==> src/design/i2cme_pkg.sv <==
package i2cme_pkg;

    // Bus command codes carried in the opcode field.
    localparam logic [1:0] OP_START = 2'd0;
    localparam logic [1:0] OP_STOP  = 2'd1;
    localparam logic [1:0] OP_WRITE = 2'd2;
    localparam logic [1:0] OP_READ  = 2'd3;

    // Phase counter covers the longest command body (a read, 19 phases).
    localparam int PHASE_W = 5;
    localparam logic [PHASE_W-1:0] LAST_SHORT = 5'd2;
    localparam logic [PHASE_W-1:0] LAST_WRITE = 5'd17;
    localparam logic [PHASE_W-1:0] LAST_READ  = 5'd18;
    localparam logic [PHASE_W-1:0] READ_HIGH  = 5'd17;

    typedef struct packed {
        logic [1:0] opcode;
        logic [7:0] write_data;
        logic       final_read;
        logic [8:0] line_samples;
    } cmd_item_t;

    typedef struct packed {
        logic       clock_level;
        logic       data_level;
        logic [7:0] read_byte;
        logic       nacked;
        logic       last_phase;
    } result_item_t;

    typedef enum logic [1:0] {
        CTRL_IDLE,
        CTRL_LEAD,
        CTRL_BODY
    } ctrl_state_t;

    typedef struct packed {
        logic               load;
        logic               emit_lead;
        logic               emit_body;
        logic [PHASE_W-1:0] phase;
    } ctrl_cmd_t;

    typedef struct packed {
        logic clock_high;
        logic body_last;
        logic out_free;
    } dp_status_t;

endpackage

==> src/design/i2cme_ctrl.sv <==
module i2cme_ctrl (
    input  logic                   clk,
    input  logic                   rst_n,
    input  logic                   in_valid,
    output logic                   in_ready,
    input  i2cme_pkg::dp_status_t  status,
    output i2cme_pkg::ctrl_cmd_t   cmd
);

    i2cme_pkg::ctrl_state_t            state_reg;
    i2cme_pkg::ctrl_state_t            state_next;
    logic [i2cme_pkg::PHASE_W-1:0]     phase_reg;
    logic [i2cme_pkg::PHASE_W-1:0]     phase_next;

    always_ff @(posedge clk or negedge rst_n)
    begin
        if (!rst_n)
        begin
            state_reg <= i2cme_pkg::CTRL_IDLE;
            phase_reg <= '0;
        end
        else
        begin
            state_reg <= state_next;
            phase_reg <= phase_next;
        end
    end

    always_comb
    begin
        state_next    = state_reg;
        phase_next    = phase_reg;
        in_ready      = 1'b0;
        cmd.load      = 1'b0;
        cmd.emit_lead = 1'b0;
        cmd.emit_body = 1'b0;
        cmd.phase     = phase_reg;
        unique case (state_reg)
            i2cme_pkg::CTRL_IDLE:
            begin
                in_ready = 1'b1;
                if (in_valid)
                begin
                    cmd.load   = 1'b1;
                    phase_next = '0;
                    // A command that finds SCL high first pulls it low.
                    state_next = status.clock_high ? i2cme_pkg::CTRL_LEAD
                                                   : i2cme_pkg::CTRL_BODY;
                end
            end
            i2cme_pkg::CTRL_LEAD:
            begin
                if (status.out_free)
                begin
                    cmd.emit_lead = 1'b1;
                    state_next    = i2cme_pkg::CTRL_BODY;
                end
            end
            i2cme_pkg::CTRL_BODY:
            begin
                if (status.out_free)
                begin
                    cmd.emit_body = 1'b1;
                    if (status.body_last)
                    begin
                        state_next = i2cme_pkg::CTRL_IDLE;
                        phase_next = '0;
                    end
                    else
                    begin
                        phase_next = phase_reg + 1'b1;
                    end
                end
            end
            default:
            begin
                state_next = i2cme_pkg::CTRL_IDLE;
            end
        endcase
    end

`ifndef SYNTHESIS
    a_phase_bound: assert property (@(posedge clk) disable iff (!rst_n)
        phase_reg <= i2cme_pkg::LAST_READ)
        else $error("phase counter ran past the longest command");

    a_accept_leaves_idle: assert property (@(posedge clk) disable iff (!rst_n)
        (state_reg == i2cme_pkg::CTRL_IDLE && in_valid) |=>
        (state_reg != i2cme_pkg::CTRL_IDLE))
        else $error("accepted command did not start");
`endif

endmodule

==> src/design/i2cme_dp.sv <==
module i2cme_dp (
    input  logic                      clk,
    input  logic                      rst_n,
    input  i2cme_pkg::cmd_item_t      in_data,
    input  i2cme_pkg::ctrl_cmd_t      cmd,
    output i2cme_pkg::dp_status_t     status,
    output logic                      out_valid,
    input  logic                      out_ready,
    output i2cme_pkg::result_item_t   out_data
);

    i2cme_pkg::cmd_item_t      item_reg;
    i2cme_pkg::result_item_t   out_reg;
    i2cme_pkg::result_item_t   phase_res;
    logic                      out_valid_reg;
    logic                      clock_out_reg;
    logic                      data_out_reg;
    logic                      body_scl;
    logic                      body_sda;
    logic                      body_last;

    // Bus levels of one phase of the command body.
    always_comb
    begin
        body_scl  = cmd.phase[0];
        body_sda  = 1'b1;
        body_last = 1'b0;
        unique case (item_reg.opcode)
            i2cme_pkg::OP_START:
            begin
                body_scl  = (cmd.phase != '0);
                body_sda  = (cmd.phase != i2cme_pkg::LAST_SHORT);
                body_last = (cmd.phase == i2cme_pkg::LAST_SHORT);
            end
            i2cme_pkg::OP_STOP:
            begin
                body_scl  = (cmd.phase != '0);
                body_sda  = (cmd.phase == i2cme_pkg::LAST_SHORT);
                body_last = (cmd.phase == i2cme_pkg::LAST_SHORT);
            end
            i2cme_pkg::OP_WRITE:
            begin
                // Data bits go out MSB first; the ack clock releases SDA.
                body_sda  = cmd.phase[4] ? 1'b1 : item_reg.write_data[~cmd.phase[3:1]];
                body_last = (cmd.phase == i2cme_pkg::LAST_WRITE);
            end
            i2cme_pkg::OP_READ:
            begin
                if (cmd.phase[4])
                begin
                    body_scl = (cmd.phase == i2cme_pkg::READ_HIGH);
                    body_sda = item_reg.final_read;
                end
                body_last = (cmd.phase == i2cme_pkg::LAST_READ);
            end
            default:
            begin
                body_last = 1'b1;
            end
        endcase
    end

    always_comb
    begin
        phase_res             = '0;
        if (cmd.emit_lead)
        begin
            phase_res.data_level = data_out_reg;
        end
        else
        begin
            phase_res.clock_level = body_scl;
            phase_res.data_level  = body_sda;
            phase_res.last_phase  = body_last;
            if (body_last && item_reg.opcode == i2cme_pkg::OP_READ)
            begin
                phase_res.read_byte = item_reg.line_samples[8:1];
            end
            if (body_last && item_reg.opcode == i2cme_pkg::OP_WRITE)
            begin
                phase_res.nacked = item_reg.line_samples[0];
            end
        end
    end

    always_ff @(posedge clk)
    begin
        if (cmd.load)
        begin
            item_reg <= in_data;
        end
        if (cmd.emit_lead || cmd.emit_body)
        begin
            out_reg <= phase_res;
        end
    end

    always_ff @(posedge clk or negedge rst_n)
    begin
        if (!rst_n)
        begin
            out_valid_reg <= 1'b0;
            clock_out_reg <= 1'b1;
            data_out_reg  <= 1'b1;
        end
        else
        begin
            if (cmd.emit_lead || cmd.emit_body)
            begin
                out_valid_reg <= 1'b1;
                clock_out_reg <= phase_res.clock_level;
                data_out_reg  <= phase_res.data_level;
            end
            else if (out_ready)
            begin
                out_valid_reg <= 1'b0;
            end
        end
    end

    assign status.clock_high = clock_out_reg;
    assign status.body_last  = body_last;
    assign status.out_free   = !out_valid_reg || out_ready;
    assign out_valid         = out_valid_reg;
    assign out_data          = out_reg;

`ifndef SYNTHESIS
    a_levels_track: assert property (@(posedge clk) disable iff (!rst_n)
        out_valid_reg |-> (out_reg.clock_level == clock_out_reg &&
                           out_reg.data_level == data_out_reg))
        else $error("bus level state differs from the last phase shown");

    a_no_overwrite: assert property (@(posedge clk) disable iff (!rst_n)
        (cmd.emit_lead || cmd.emit_body) |-> (!out_valid_reg || out_ready))
        else $error("phase written over an untaken beat");
`endif

endmodule

==> src/design/i2c_master_byte_engine_core.sv <==
// Channel | Dir | Handshake              | Payload
// --------+-----+------------------------+--------------------------------
// in      | in  | in_valid / in_ready    | in_data  (i2cme_pkg::cmd_item_t)
// out     | out | out_valid / out_ready  | out_data (i2cme_pkg::result_item_t)
//
// Each command beat yields 3 to 20 phase beats, one per clock when the output
// side keeps taking them: 3 for start/stop, 18 for a write, 19 for a read,
// plus one leading SCL-low phase when SCL is high as the command begins.
// The phase sequencer handles one command at a time; the next command is
// taken as soon as its last phase sits in the output register.
// Reset leaves SCL and SDA released high and the output register empty.
// A stalled output holds the sequencer on the current phase.
module i2c_master_byte_engine_core (
    input  logic                      clk,
    input  logic                      rst_n,
    input  logic                      in_valid,
    output logic                      in_ready,
    input  i2cme_pkg::cmd_item_t      in_data,
    output logic                      out_valid,
    input  logic                      out_ready,
    output i2cme_pkg::result_item_t   out_data
);

    // Command and status between the phase sequencer and the datapath.
    i2cme_pkg::ctrl_cmd_t    cmd;
    i2cme_pkg::dp_status_t   status;

    // The controller walks the leading clock fall and the body phases of
    // each command, advancing only when the output register can take a beat.
    i2cme_ctrl u_ctrl (
        .clk      (clk),
        .rst_n    (rst_n),
        .in_valid (in_valid),
        .in_ready (in_ready),
        .status   (status),
        .cmd      (cmd)
    );

    // The datapath holds the command, the current bus levels, and the
    // output register; it decodes SCL/SDA for the phase the controller names.
    i2cme_dp u_dp (
        .clk       (clk),
        .rst_n     (rst_n),
        .in_data   (in_data),
        .cmd       (cmd),
        .status    (status),
        .out_valid (out_valid),
        .out_ready (out_ready),
        .out_data  (out_data)
    );

endmodule

==> config.mk <==
export PLATFORM = sky130hd
export DESIGN_NAME = i2c_master_byte_engine_core
export DESIGN_NICKNAME = d
export VERILOG_FILES = /design/src/design/i2cme_pkg.sv /design/src/design/i2cme_ctrl.sv /design/src/design/i2cme_dp.sv /design/src/design/i2c_master_byte_engine_core.sv
export SDC_FILE = /design/constraint.sdc
export NUM_CORES = 1
export LEC_CHECK = 0
export BUFFER_PORTS_ARGS = -buffer_cell sky130_fd_sc_hd__buf_2
export CORE_MARGIN = 5
export CORE_UTILIZATION = 48
export CTS_CLUSTER_SIZE = 12
export DETAILED_ROUTE_END_ITERATION = 6
export PLACE_DENSITY_LB_ADDON = 0.12
export SLEW_MARGIN = 20
export SYNTH_ARGS = -nofsm -noshare
export SYNTH_HDL_FRONTEND = slang
export SYNTH_SLANG_ARGS = --single-unit
==> constraint.sdc <==
create_clock -name clk -period 2.5 [get_ports clk]
set_input_delay 0.5 -clock clk [delete_from_list [all_inputs] [get_ports clk]]
set_output_delay 0.5 -clock clk [all_outputs]
set_load 0.03 [all_outputs]
# [After elaboration in Yosys (flattened, before gate mapping)]
# Cells that the tools add are included.
[totals] out_inout_bits=14 ff_bits=42 word_cells=75
[classes] eq_ne=13 n_reduce_logical=15 bitwise_logic=3 mux=28 n_lt_le_gt_ge=1 n_addsub=1
[op_table] op="two-way mux 5 bit" n=3
[op_table] op="two-way mux 1 bit" n=14
[op_table] op="equality test 5 bit (second input constant)" n=2
[op_table] op="two-way mux 2 bit" n=5
[op_table] op="case mux 5 bit (2 select lines)" n=1
[op_table] op="equality test 2 bit (second input constant)" n=3
[op_table] op="inequality test 2 bit (second input constant)" n=3
[op_table] op="case mux 2 bit (3 select lines)" n=1
[op_table] op="OR reduction 2 bit" n=3
[op_table] op="adder 5 x 1 -> 5 bit (second input constant)" n=1
[op_table] op="equality test 5 x 2 -> 1 bit (second input constant)" n=1
[op_table] op="inequality test 5 x 2 -> 1 bit (second input constant)" n=1
[op_table] op="nonzero test 5 bit" n=1
[op_table] op="equality test 2 x 1 -> 1 bit (second input constant)" n=2
[op_table] op="zero test 2 bit" n=2
[op_table] op="less-than comparator 3 x 4 -> 1 bit (second input constant)" n=1
[op_table] op="case mux 1 bit (4 select lines)" n=1
[op_table] op="AND reduction 4 bit" n=1
[op_table] op="nonzero test 2 bit" n=2
[op_table] op="binary-select mux 1 bit (select 3 bit)" n=1
[op_table] op="inverter 3 bit" n=1
[op_table] op="case mux 1 bit (3 select lines)" n=1
[op_table] op="AND reduction 3 bit" n=1
[op_table] op="logical AND 1 bit" n=2
[op_table] op="5 further kinds" n=7

# [Logic depth before layout (Yosys ltp)]
# Gate-level depths: netlist (run 1).
[depth] ltp_word=6 depth_mapped=6 mapped_depth_nobuf=6

# [Cells and area by module]
# From an unflattened synthesis (run 1), not the netlist that was laid out.
[hier_totals] cells_unflattened=132 area_unflattened_um2=1828.0
[by_module_without_submodules] mod="i2cme_dp" instances=1 cells_per_inst=88 seq_area_each_um2=1038.5 area_each_um2=1401.3
[by_module_without_submodules] mod="i2cme_ctrl" instances=1 cells_per_inst=44 seq_area_each_um2=175.2 area_each_um2=426.7

# [Least setup slack after synthesis (run 1)]
# Ideal clock, no wire load.
[synth_path] kind="reg-to-reg" start="register u_ctrl.state_reg[1]" end="register u_dp.item_reg[0] (netlist bit), enable pin" path_stages_with_launch=3 setup_slack_ps=126 period_less_slack_ps=2374 arrival_time_ps=1952 path_cell_list="dfrtp_1 -> buf_2 -> nor3_1"
[synth_rtl] element="from (decl)" line_no="i2cme_ctrl.sv:10" text="i2cme_pkg::ctrl_state_t state_reg;"
[synth_rtl] element="from (signal assigned)" line_no="i2cme_ctrl.sv:19" text="state_reg <= i2cme_pkg::CTRL_IDLE;"
[synth_rtl] element="from (signal assigned)" line_no="i2cme_ctrl.sv:24" text="state_reg <= state_next;"
[synth_rtl] element="to (signal assigned)" line_no="i2cme_dp.sv:90" text="item_reg <= in_data;"
[synth_rtl] element="to (decl)" line_no="i2cme_dp.sv:12" text="i2cme_pkg::cmd_item_t item_reg;"

# [Worst setup path in the final report (run 1)]
[layout_path] start="register u_ctrl.phase_reg[0] (netlist bit)" end="register u_ctrl.phase_reg[2] (netlist bit)"
[layout_via] elab_chain_len=5 elab_cells_between_ends=8 classes_between="add/sub: 1; eq/ne: 3; mux: 4"
[layout_lines] element="from (decl)" line_no="i2cme_ctrl.sv:12" text="logic [i2cme_pkg::PHASE_W-1:0] phase_reg;"
[layout_lines] element="from (signal assigned)" line_no="i2cme_ctrl.sv:25" text="phase_reg <= phase_next;"
[layout_lines] element="parallel branches: the longest is 2 deep, another holds adder 5 x 1 -> 5 bit"
[layout_lines] element="two-way mux 5 bit (*)" line_no="i2cme_ctrl.sv:64" text="if (status.body_last)"
[layout_lines] element="two-way mux 5 bit (*)" line_no="i2cme_ctrl.sv:61" text="if (status.out_free)"
[layout_lines] element="case mux 5 bit (2 select lines) (*)" line_no="i2cme_ctrl.sv:38" text="unique case (state_reg)"
# Mark *: on every way between the ends. The select of a mux whose other input is x is not followed.
# A chain may end at the register's enable or synchronous reset.

==> qor.yml, run 1 <==
run_status:
  status: "finished clean"
sta:
  worstMarginPinSlew_ns: 0.6789
  fmax_mhz: 543.1
  finalHoldViolCount: 0
  fin_crit_ns: 1.841
  final.setup.tns_ns: 0
  slew_headroom: 0.5440
  fin_worst_skew_ns: 0.01007
  slew_viol_final: 0
  rsz0062_at_grt: "false"
  fin_crit_sh: 0.7364
  setup_violations: 0
logic_synthesis:
  ys_seq_area_frac: 0.6541
  ys_ff_latch: 42
  synthTopCellsByArea: "edfxtp_1 52%, dfrtp_1 11%, and2_1 3.0%"
  yosysTopAreaCell: "edfxtp_1"
  syn-instance-count: 137
  synth_area_um2: 1856
  avgSynthCellArea_um2: 13.54
  synth_top_area_share: 0.5179
  ys_warn_count: 0
  synth_nets: 165
  synth_cell_types: 45
final_layout:
  largest_reg_flops: 20
  num_antenna_cells: 0
  drive_above_1_share: 0.3296
  nNetsFinal: 206
  layout_common_cells: "37 x buf_2, 32 x edfxtp_1, 13 x nand2_1"
  final_common_cell: "buf_2"
  fin_util: 0.5923
  area_growth_pct: 18.61
  finalInstanceArea_um2: 2201
  final_cells: 227
floorplanning:
  io-pin-count: 38
  die_w_um: 72.18
  num_rows: 22
  die-area_um2: 5209
  start_util: 0.4993
  die_y_um: 72.18
  coreArea_um2: 3716
setup_path:
  critPathKind: "reg2reg"
  crit_buf_inv: 1
  crit_required_ns: 2.67
  critPathLaunch: "u_ctrl.phase_reg[0]$_DFFE_PN0P_"
  crit_family: "compound AO/OA/AOI/OAI gates"
  max_stage_delay_ns: 0.45
  rr_startpoint: "u_ctrl.phase_reg[0]$_DFFE_PN0P_"
  worst-path-max-fanout: 6
  end_kind: "flop"
  arrival_ns: 2.01
  path_cells: "inv_1, ha_1, mux2i_1, o2bb2ai_1, a211oi_1, a221o_2"
  cp-start-kind: "flop"
  crit_slowest_cell: "dfrtp_1"
clocking:
  htree_levels: 2
  cts_made_buffers: 5
  cts_sinks: 42
  clock-root-buffer: "clkbuf_8"
  clk_latency_ns: 0.29
  cts_setup_buffers: 0
  cts_tree: "done"
  ctsHoldBuffers: 0
  clk_path_buf_depth: 2
  path_clk_slew_ns: 0.08
  ctsResizeCount: 0
power_and_ir_drop:
  pwr-share-comb: 0.341
  total_power_mw: 2.547
  p_int_mw: 1.629
  p_per_area_nw_per_um2: 1157
  pwr-share-seq: 0.452
  swShare: 0.3603
  vdd_drop_max_mv: 0.4628
  p_leak_nw: 0.8894
  power.switching_uw: 917.5
  pwr-share-clk: 0.206
routing:
  drtIter0Drc: 71
  vias: 1189
  viasPerCell: 5.238
  drt-total-wl_um: 3183
  final_antenna_net_count: 0
  drc_errors: 0
  dr.pass1.iters: 4
  wl_per_cell_um: 14.02
place:
  portBuffers: 37
  dp_cells: 219
  hpwl_um: 2351
  finalWeightedCongestion: 0.8422
  placed_area_um2: 2091
global_routing:
  grt_max_degree: 21
  grt_pass1_vias: 1174
  grtUsageTotal: 0.1316
  grt_pass1_wl_um: 5223
  grt_antenna_before_repair: 0
  globalRouteOverflowTotal: 0
job:
  maxCapViolations: 0
hold_path:
  worstHoldPathType: "in2async"
[final timing paths]
| kind | end | slack, ns | cells past startpoint |
|---|---|---|---|
| worst max-delay path | u_ctrl.phase_reg[2]$_DFFE_PN0P_ | 0.66 | 6 |
| worst min-delay path | u_ctrl.phase_reg[4]$_DFFE_PN0P_ | 0.05 | 1 |
| worst max register to register | u_ctrl.phase_reg[2]$_DFFE_PN0P_ | 0.66 | 6 |
| worst min register to register | u_dp.data_out_reg$_DFFE_PN1P_ | 0.51 | 2 |
| max in group asynchronous | u_dp.clock_out_reg$_DFFE_PN1P_ | 2.19 | 1 |
| min in group clk | u_dp.item_reg[5]$_DFFE_PP_ | 0.38 | 1 |
[stage by stage]
stage | setup WS [ns] | hold WS [ns]
6_report | 0.6589 | 0.05082
4_1_cts | 0.6453 | 0.05211
5_1_grt | 0.4488 | 0.06481
3_3_place_gp | 0.6253 | 0.3743
3_5_place_dp | 0.5896 | 0.3776
2_1_floorplan | 0.1259 | 0.2044
[metal layers]
metal  track usage  routed length (um)  vias up
li1              -                   -      588
met1        0.1588                1355      559
met2        0.2184                1606       38
met3       0.03324                 185        4
met4       0.06472                  36        0
met5             0                   0        -
[cell usage after synthesis, drive strengths merged]
library cell and count:
a2111oi 1, a211o 2, a211oi 2, a21o 1
a21oi 1, a221o 1, a311oi 1, a31oi 1
a32o 1, and2 9, and3 2, buf 4
clkbuf 1, dfrtp 8, dfstp 2, edfxtp 32
ha 4, inv 6, mux2 2, mux2i 3
mux4 1, nand2 13, nand2b 2, nand3 4
nand3b 2, nand4 1, nor2 7, nor2b 4
nor3 2, nor3b 1, nor4 1, o211a 1
o21ai 6, o22ai 1, o2bb2ai 1, o31ai 1
o41ai 1, or2 1, or2b 1, or4 1
xnor2 1
[layout make-up]
class,count,area (um^2)
inverters,6,22.52
flip-flops and latches,42,1214
fillers,322,1515
repair buffers,39,200.2
multi-input cells,84,594.3
clock inverters,2,37.54
clock buffers,6,72.57
well taps,48,60.06
[power by group through the flow]
| stage | combinational, mW | sequential, mW | clock, mW |
|---|---|---|---|
| 2_1_floorplan | 0.528 | 1.28 | 0 |
| 3_3_place_gp | 0.858 | 1.16 | 0 |
| 3_5_place_dp | 0.875 | 1.17 | 0 |
| 4_1_cts | 0.881 | 1.15 | 0.536 |
| 5_1_grt | 0.958 | 1.18 | 0.563 |
| 6_report | 0.870 | 1.15 | 0.525 |
[kinds of logic (layout without fill, tap and decap cells)]
kind of cell | Yosys count | in the layout | share of synthesized area
mux | 6 | 6 | 0.04046
flops | 42 | 42 | 0.6541
simple gates | 51 | 51 | 0.1504
buf+inv | 11 | 53 | 0.02832
fa+ha+maj | 4 | 4 | 0.02697
compound gates | 22 | 22 | 0.09508
xor+xnor | 1 | 1 | 0.004721
Power figures use the tool's default switching activity.
==> run 2: changes to the inputs <==
==> constraint.sdc (replaced) <==
create_clock -name clk -period 1.5 [get_ports clk]
set_input_delay 0.3 -clock clk [delete_from_list [all_inputs] [get_ports clk]]
set_output_delay 0.3 -clock clk [all_outputs]
set_load 0.03 [all_outputs]
==> qor.yml, run 2 (synthesized netlist as in run 1, its figures left out) <==
sta:
  finalHoldViolCount: 0  # unchanged
  setup_violations: 11  # +11
  fin_crit_sh: 1.110  # +0.3738
  fin_crit_ns: 1.665  # -0.1758 ns
  slew_viol_final: 0  # unchanged
  setup_slack_ns: -0.1654  # -0.8242 ns
  fin_worst_skew_ns: 0.01380  # +0.003731 ns
  rsz0062_at_grt: "true"
  hold_slack_ns: 0.1796  # +0.1288 ns
  fmax_mhz: 600.5  # +11%
  slew_headroom: 0.7820  # +0.2381
  worstMarginPinSlew_ns: 0.3263  # -0.3525 ns
final_layout:
  num_antenna_cells: 0  # unchanged
  fillCellCount: 288  # -11%
  nNetsFinal: 240  # +17%
  largest_reg_flops: 20  # unchanged
  layout_common_cells: "36 x buf_2, 33 x buf_4, 32 x edfxtp_1"
  drive_above_1_share: 0.5070  # +0.1774
  area_growth_pct: 39.38
  final_common_cell: "buf_2"
clocking:
  cts_sinks: 42  # unchanged
  cts_made_buffers: 5  # unchanged
  htree_levels: 2  # unchanged
  clock-root-buffer: "clkbuf_8"
  clk_latency_ns: 0.30  # about the same
  clk_path_buf_depth: 2  # unchanged
  path_clk_slew_ns: 0.09  # about the same
  cts_tree: "done"
power_and_ir_drop:
  vdd_drop_max_mv: 0.9262  # +100%
  total_power_mw: 4.923  # +93%
  p_leak_nw: 1.096  # +23%
  p_per_area_nw_per_um2: 1904  # +65%
routing:
  final_antenna_net_count: 0  # unchanged
  drtIter0Drc: 46  # -35%
  viasPerCell: 5.107  # -2.5%
  vias: 1333  # +12%
  wl_per_cell_um: 14.93  # +6.5%
  drc_errors: 0  # unchanged
  drt-total-wl_um: 3896  # +22%
  dr.pass1.iters: 4  # unchanged
setup_path:
  arrival_ns: 1.72  # -0.29 ns
  path_cells: "mux4_2, a2111oi_4, o31ai_2"
  max_stage_delay_ns: 0.56  # +0.11 ns
  crit_slowest_cell: "mux4_2"
  cp-start-kind: "flop"
  crit_required_ns: 1.55  # -1.12 ns
  r2r_slack_ns: -0.17  # -0.82 ns
  worst-path-max-fanout: 5  # -1
  critPathKind: "reg2reg"
  end_kind: "flop"
floorplanning:
  die_y_um: 72.18  # unchanged
  die_w_um: 72.18  # unchanged
  start_util: 0.4993  # unchanged
  num_rows: 22  # unchanged
  coreArea_um2: 3716  # unchanged
  io-pin-count: 38  # unchanged
  die-area_um2: 5209  # unchanged
job:
  maxCapViolations: 0  # unchanged
global_routing:
  grt_pass1_wl_um: 6624  # +27%
  grtUsageMet1: 0.1936  # +0.03479
  use_met2: 0.2892  # +0.07078
  busiest_layer: "met2"
  globalRouteOverflowTotal: 0  # unchanged
  grt_max_degree: 21  # unchanged
  use_met3: 0.05263  # +0.01939
  grt_pass1_vias: 1411  # +20%
  grt_antenna_before_repair: 0  # unchanged
  grtUsageTotal: 0.1682  # +0.03660
place:
  finalWeightedCongestion: 0.8569  # +1.7%
  dp_slack_ns: -0.1899  # -0.7795 ns
  hpwl_um: 2765  # +18%
  portBuffers: 37  # unchanged
run_status:
  violations: "setup timing"
  status: "finished, violations left"
hold_path:
  worstHoldPathType: "in2reg"
[run 2: worst max-delay path: cells and delay by family, from the launching register on]
kind | cells | cell delay (ns)
compound gates | 2 | 0.45
flops | 1 | 0.42
mux | 1 | 0.56
[run 2: path summary, 6_finish.rpt]
check / to / startpoint / depth (start not counted)
setup / recovery: u_dp.out_data[10]$_DFFE_PP_ / u_ctrl.phase_reg[1]$_DFFE_PN0P_ / 3
hold / removal: u_dp.item_reg[17]$_DFFE_PP_ / in_data[17] / 1
setup reg to reg: u_dp.out_data[10]$_DFFE_PP_ / u_ctrl.phase_reg[1]$_DFFE_PN0P_ / 3
hold reg to reg: u_dp.out_data[6]$_SDFFCE_PP0P_ / u_dp.item_reg[5]$_DFFE_PP_ / 1
max in group asynchronous: u_dp.clock_out_reg$_DFFE_PN1P_ / rst_n / 2
min in group asynchronous: u_ctrl.state_reg[1]$_DFFE_PN0P_ / rst_n / 2
[run 2: layout make-up]
cell class              count  area [um^2]  share of cell area
flip-flops and latches     42         1216              0.4702
multi-input cells          84        709.4              0.2743
repair buffers             73        489.2              0.1892
clock buffers               6        72.57             0.02806
well taps                  48        60.06             0.02322
inverters                   6        25.02            0.009676
clock inverters             2        13.76            0.005322
[run 2: timing repair]
item | 4_1_cts | 5_1_grt
hold buffers | 1 | 0
endpoints found under the setup margin | 21 | 33
hold endpoints to repair | 8 | 0
gates resized for setup | 16 | 4
setup buffers | 6 | 0
pin swaps | 4 | 0
[run 2: per-layer routing]
layer  share of wire  up-vias
met5               0        -
met4           0.025        0
met3           0.061        9
met2            0.51       43
met1            0.40      625
li1                -      656
[run 2: metrics by stage]
stage                     std cells  setup TNS [ns]  area, um^2  utilization
after global routing            261          -2.258        2586       0.6960
after global placement          246          -1.849        2361       0.6354
after floorplan                 137         -0.3196        1909            -
after detailed placement        246          -2.186        2361       0.6354
final                           261         -0.9051        2586       0.6960
after CTS                       261         -0.7996        2564       0.6899
[run 2: power by group]
group / leakage, nW / switching [mW] / total, mW / internal [mW]
clock network: 0.0452 / 0.376 / 0.704 / 0.328
registers: 0.421 / 0.186 / 1.87 / 1.68
logic: 0.630 / 1.25 / 2.35 / 1.10
total: 1.10 / 1.82 / 4.92 / 3.11
==> run 3: changes to the inputs <==
--- a/config.mk
+++ b/config.mk
@@ -11,6 +11,7 @@
 export CTS_CLUSTER_SIZE = 12
 export DETAILED_ROUTE_END_ITERATION = 6
 export PLACE_DENSITY_LB_ADDON = 0.12
+export SKIP_CTS_REPAIR_TIMING = 1
 export SLEW_MARGIN = 20
 export SYNTH_ARGS = -nofsm -noshare
 export SYNTH_HDL_FRONTEND = slang
==> qor.yml, run 3 (synthesized netlist as in run 1, its figures left out) <==
run_status:
  status: "finished, violations left"
  violations: "setup timing"
power_and_ir_drop:
  p_per_area_nw_per_um2: 1901  # -0.16%
  pwr-share-seq: 0.385  # +0.006
  pwr-share-comb: 0.471  # -0.007
  swShare: 0.3689  # about the same
  total_power_mw: 4.863  # -1.2%
  p_leak_nw: 1.080  # -1.5%
  vdd_drop_max_mv: 0.9142  # -1.3%
  pwr-share-clk: 0.145  # +0.002
  power.switching_mw: 1.794  # -1.3%
  p_int_mw: 3.069  # -1.2%
final_layout:
  fin_util: 0.6886  # -0.007408
  largest_reg_flops: 20  # unchanged
  nNetsFinal: 236  # -1.7%
  drive_above_1_share: 0.5167  # +0.009704
  num_antenna_cells: 0  # unchanged
  final_common_cell: "buf_2"
  finalInstanceArea_um2: 2559  # -1.1%
  area_growth_pct: 37.90
  layout_common_cells: "36 x buf_2, 32 x edfxtp_1, 28 x buf_4"
routing:
  met2WireLength_um: 1984  # -0.40%
  final_antenna_net_count: 0  # unchanged
  top_layer: "met4"
  wl_per_cell_um: 14.88  # -0.32%
  drc_errors: 0  # unchanged
  dr.pass1.iters: 4  # unchanged
  drt-met1-wl_um: 1567  # +0.13%
  vias: 1290  # -3.2%
  drtIter0Drc: 37  # -20%
  dr_wl_met3_um: 198  # -17%
  drt-total-wl_um: 3824  # -1.8%
  viasPerCell: 5.019  # -1.7%
sta:
  fin_worst_skew_ns: 0.01376  # -0.00004360 ns
  rsz0062_at_grt: "true"
  fmax_mhz: 597.3  # -0.53%
  worstMarginPinSlew_ns: 0.3259  # -0.0004463 ns
  setup_slack_ns: -0.1742  # -0.008867 ns
  slew_headroom: 0.7823  # about the same
  fin_crit_sh: 1.116  # +0.005911
  slew_viol_final: 0  # unchanged
  fin_crit_ns: 1.674  # +0.008867 ns
  finalHoldViolCount: 0  # unchanged
  setup_violations: 8  # -3
  final.setup.tns_ns: -0.7288  # +0.1763 ns
job:
  maxCapViolations: 0  # unchanged
clocking:
  path_clk_slew_ns: 0.09  # about the same
  clock-root-buffer: "clkbuf_8"
  cts_tree: "done"
  cts_sinks: 42  # unchanged
  htree_levels: 2  # unchanged
  clk_path_buf_depth: 2  # unchanged
  clk_latency_ns: 0.30  # about the same
  cts_made_buffers: 5  # unchanged
floorplanning:
  io-pin-count: 38  # unchanged
  start_util: 0.4993  # unchanged
  die_w_um: 72.18  # unchanged
  coreArea_um2: 3716  # unchanged
  die-area_um2: 5209  # unchanged
  die_y_um: 72.18  # unchanged
  num_rows: 22  # unchanged
place:
  portBuffers: 37  # unchanged
  placed_area_um2: 2361  # unchanged
  hpwl_um: 2765  # unchanged
  finalWeightedCongestion: 0.8569  # unchanged
setup_path:
  critPathKind: "reg2reg"
  crit_required_ns: 1.55  # about the same
  max_stage_delay_ns: 0.55  # about the same
  r2r_slack_ns: -0.17  # about the same
  end_kind: "flop"
  crit_family: "multiplexers"
  path_cells: "mux4_2, a2111oi_4, o31ai_2"
  crit_buf_inv: 0  # unchanged
  arrival_ns: 1.73  # about the same
  cp-start-kind: "flop"
  crit_slowest_cell: "mux4_2"
  worst-path-max-fanout: 6  # +1
global_routing:
  grt_pass1_wl_um: 6189  # -6.6%
  grt_antenna_before_repair: 0  # unchanged
  grtUsageTotal: 0.1563  # -0.01185
  globalRouteOverflowTotal: 0  # unchanged
  grt_max_degree: 21  # unchanged
  grt_pass1_vias: 1337  # -5.2%
hold_path:
  worstHoldPathType: "in2reg"
-- run 3: cell count changes in the layout (fill, tap and decap cells not counted), sizes merged --
cell / before / now
buf: 72 / 68
-- run 3: metrics by stage --
stage                     hold WS, ns  setup WS, ns  cells
after detailed placement       0.1813       -0.1899    246
after global placement         0.1807       -0.1336    246
final                          0.1788       -0.1742    257
after global routing           0.1628       -0.2737    257
after CTS                     -0.1449       -0.1943    254
after floorplan              0.004409       -0.1588    137
-- run 3: worst paths after layout --
kind / start / endpoint / depth (start not counted)
hold / removal: in_data[17] / u_dp.item_reg[17]$_DFFE_PP_ / 1
setup / recovery: u_ctrl.phase_reg[1]$_DFFE_PN0P_ / u_dp.out_data[10]$_DFFE_PP_ / 3
hold reg to reg: u_dp.item_reg[5]$_DFFE_PP_ / u_dp.out_data[6]$_SDFFCE_PP0P_ / 1
min in group asynchronous: rst_n / u_ctrl.state_reg[1]$_DFFE_PN0P_ / 2
setup reg to reg: u_ctrl.phase_reg[1]$_DFFE_PN0P_ / u_dp.out_data[10]$_DFFE_PP_ / 3
max in group asynchronous: rst_n / u_dp.data_out_reg$_DFFE_PN1P_ / 2
-- run 3: area by class of cell --
cell class	count	area, um^2
clock inverters	2	13.76
multi-input cells	84	709.4
clock buffers	6	72.57
repair buffers	69	462.9
inverters	6	22.52
well taps	48	60.06
fillers	290	1157
flip-flops and latches	42	1217
-- run 3: power groups by stage --
stage | clock, mW | combinational, mW | sequential, mW
floorplan | 0 | 1.01 | 2.14
global placement | 0 | 2.04 | 1.88
detailed placement | 0 | 2.08 | 1.89
CTS | 0.720 | 2.10 | 1.87
global route | 0.773 | 2.47 | 1.91
finish | 0.704 | 2.29 | 1.87
-- run 3: worst register-to-register path, cell delays in order, from the launching register on --
cell and delay, ns:
dfrtp_2 0.43, mux4_2 0.55, a2111oi_4 0.36, o31ai_2 0.09
-- run 3: metal layers --
layer	track usage	vias up
li1	-	646
met1	0.1889	607
met2	0.2619	30
met3	0.05125	7
met4	0.05428	0
met5	0	-
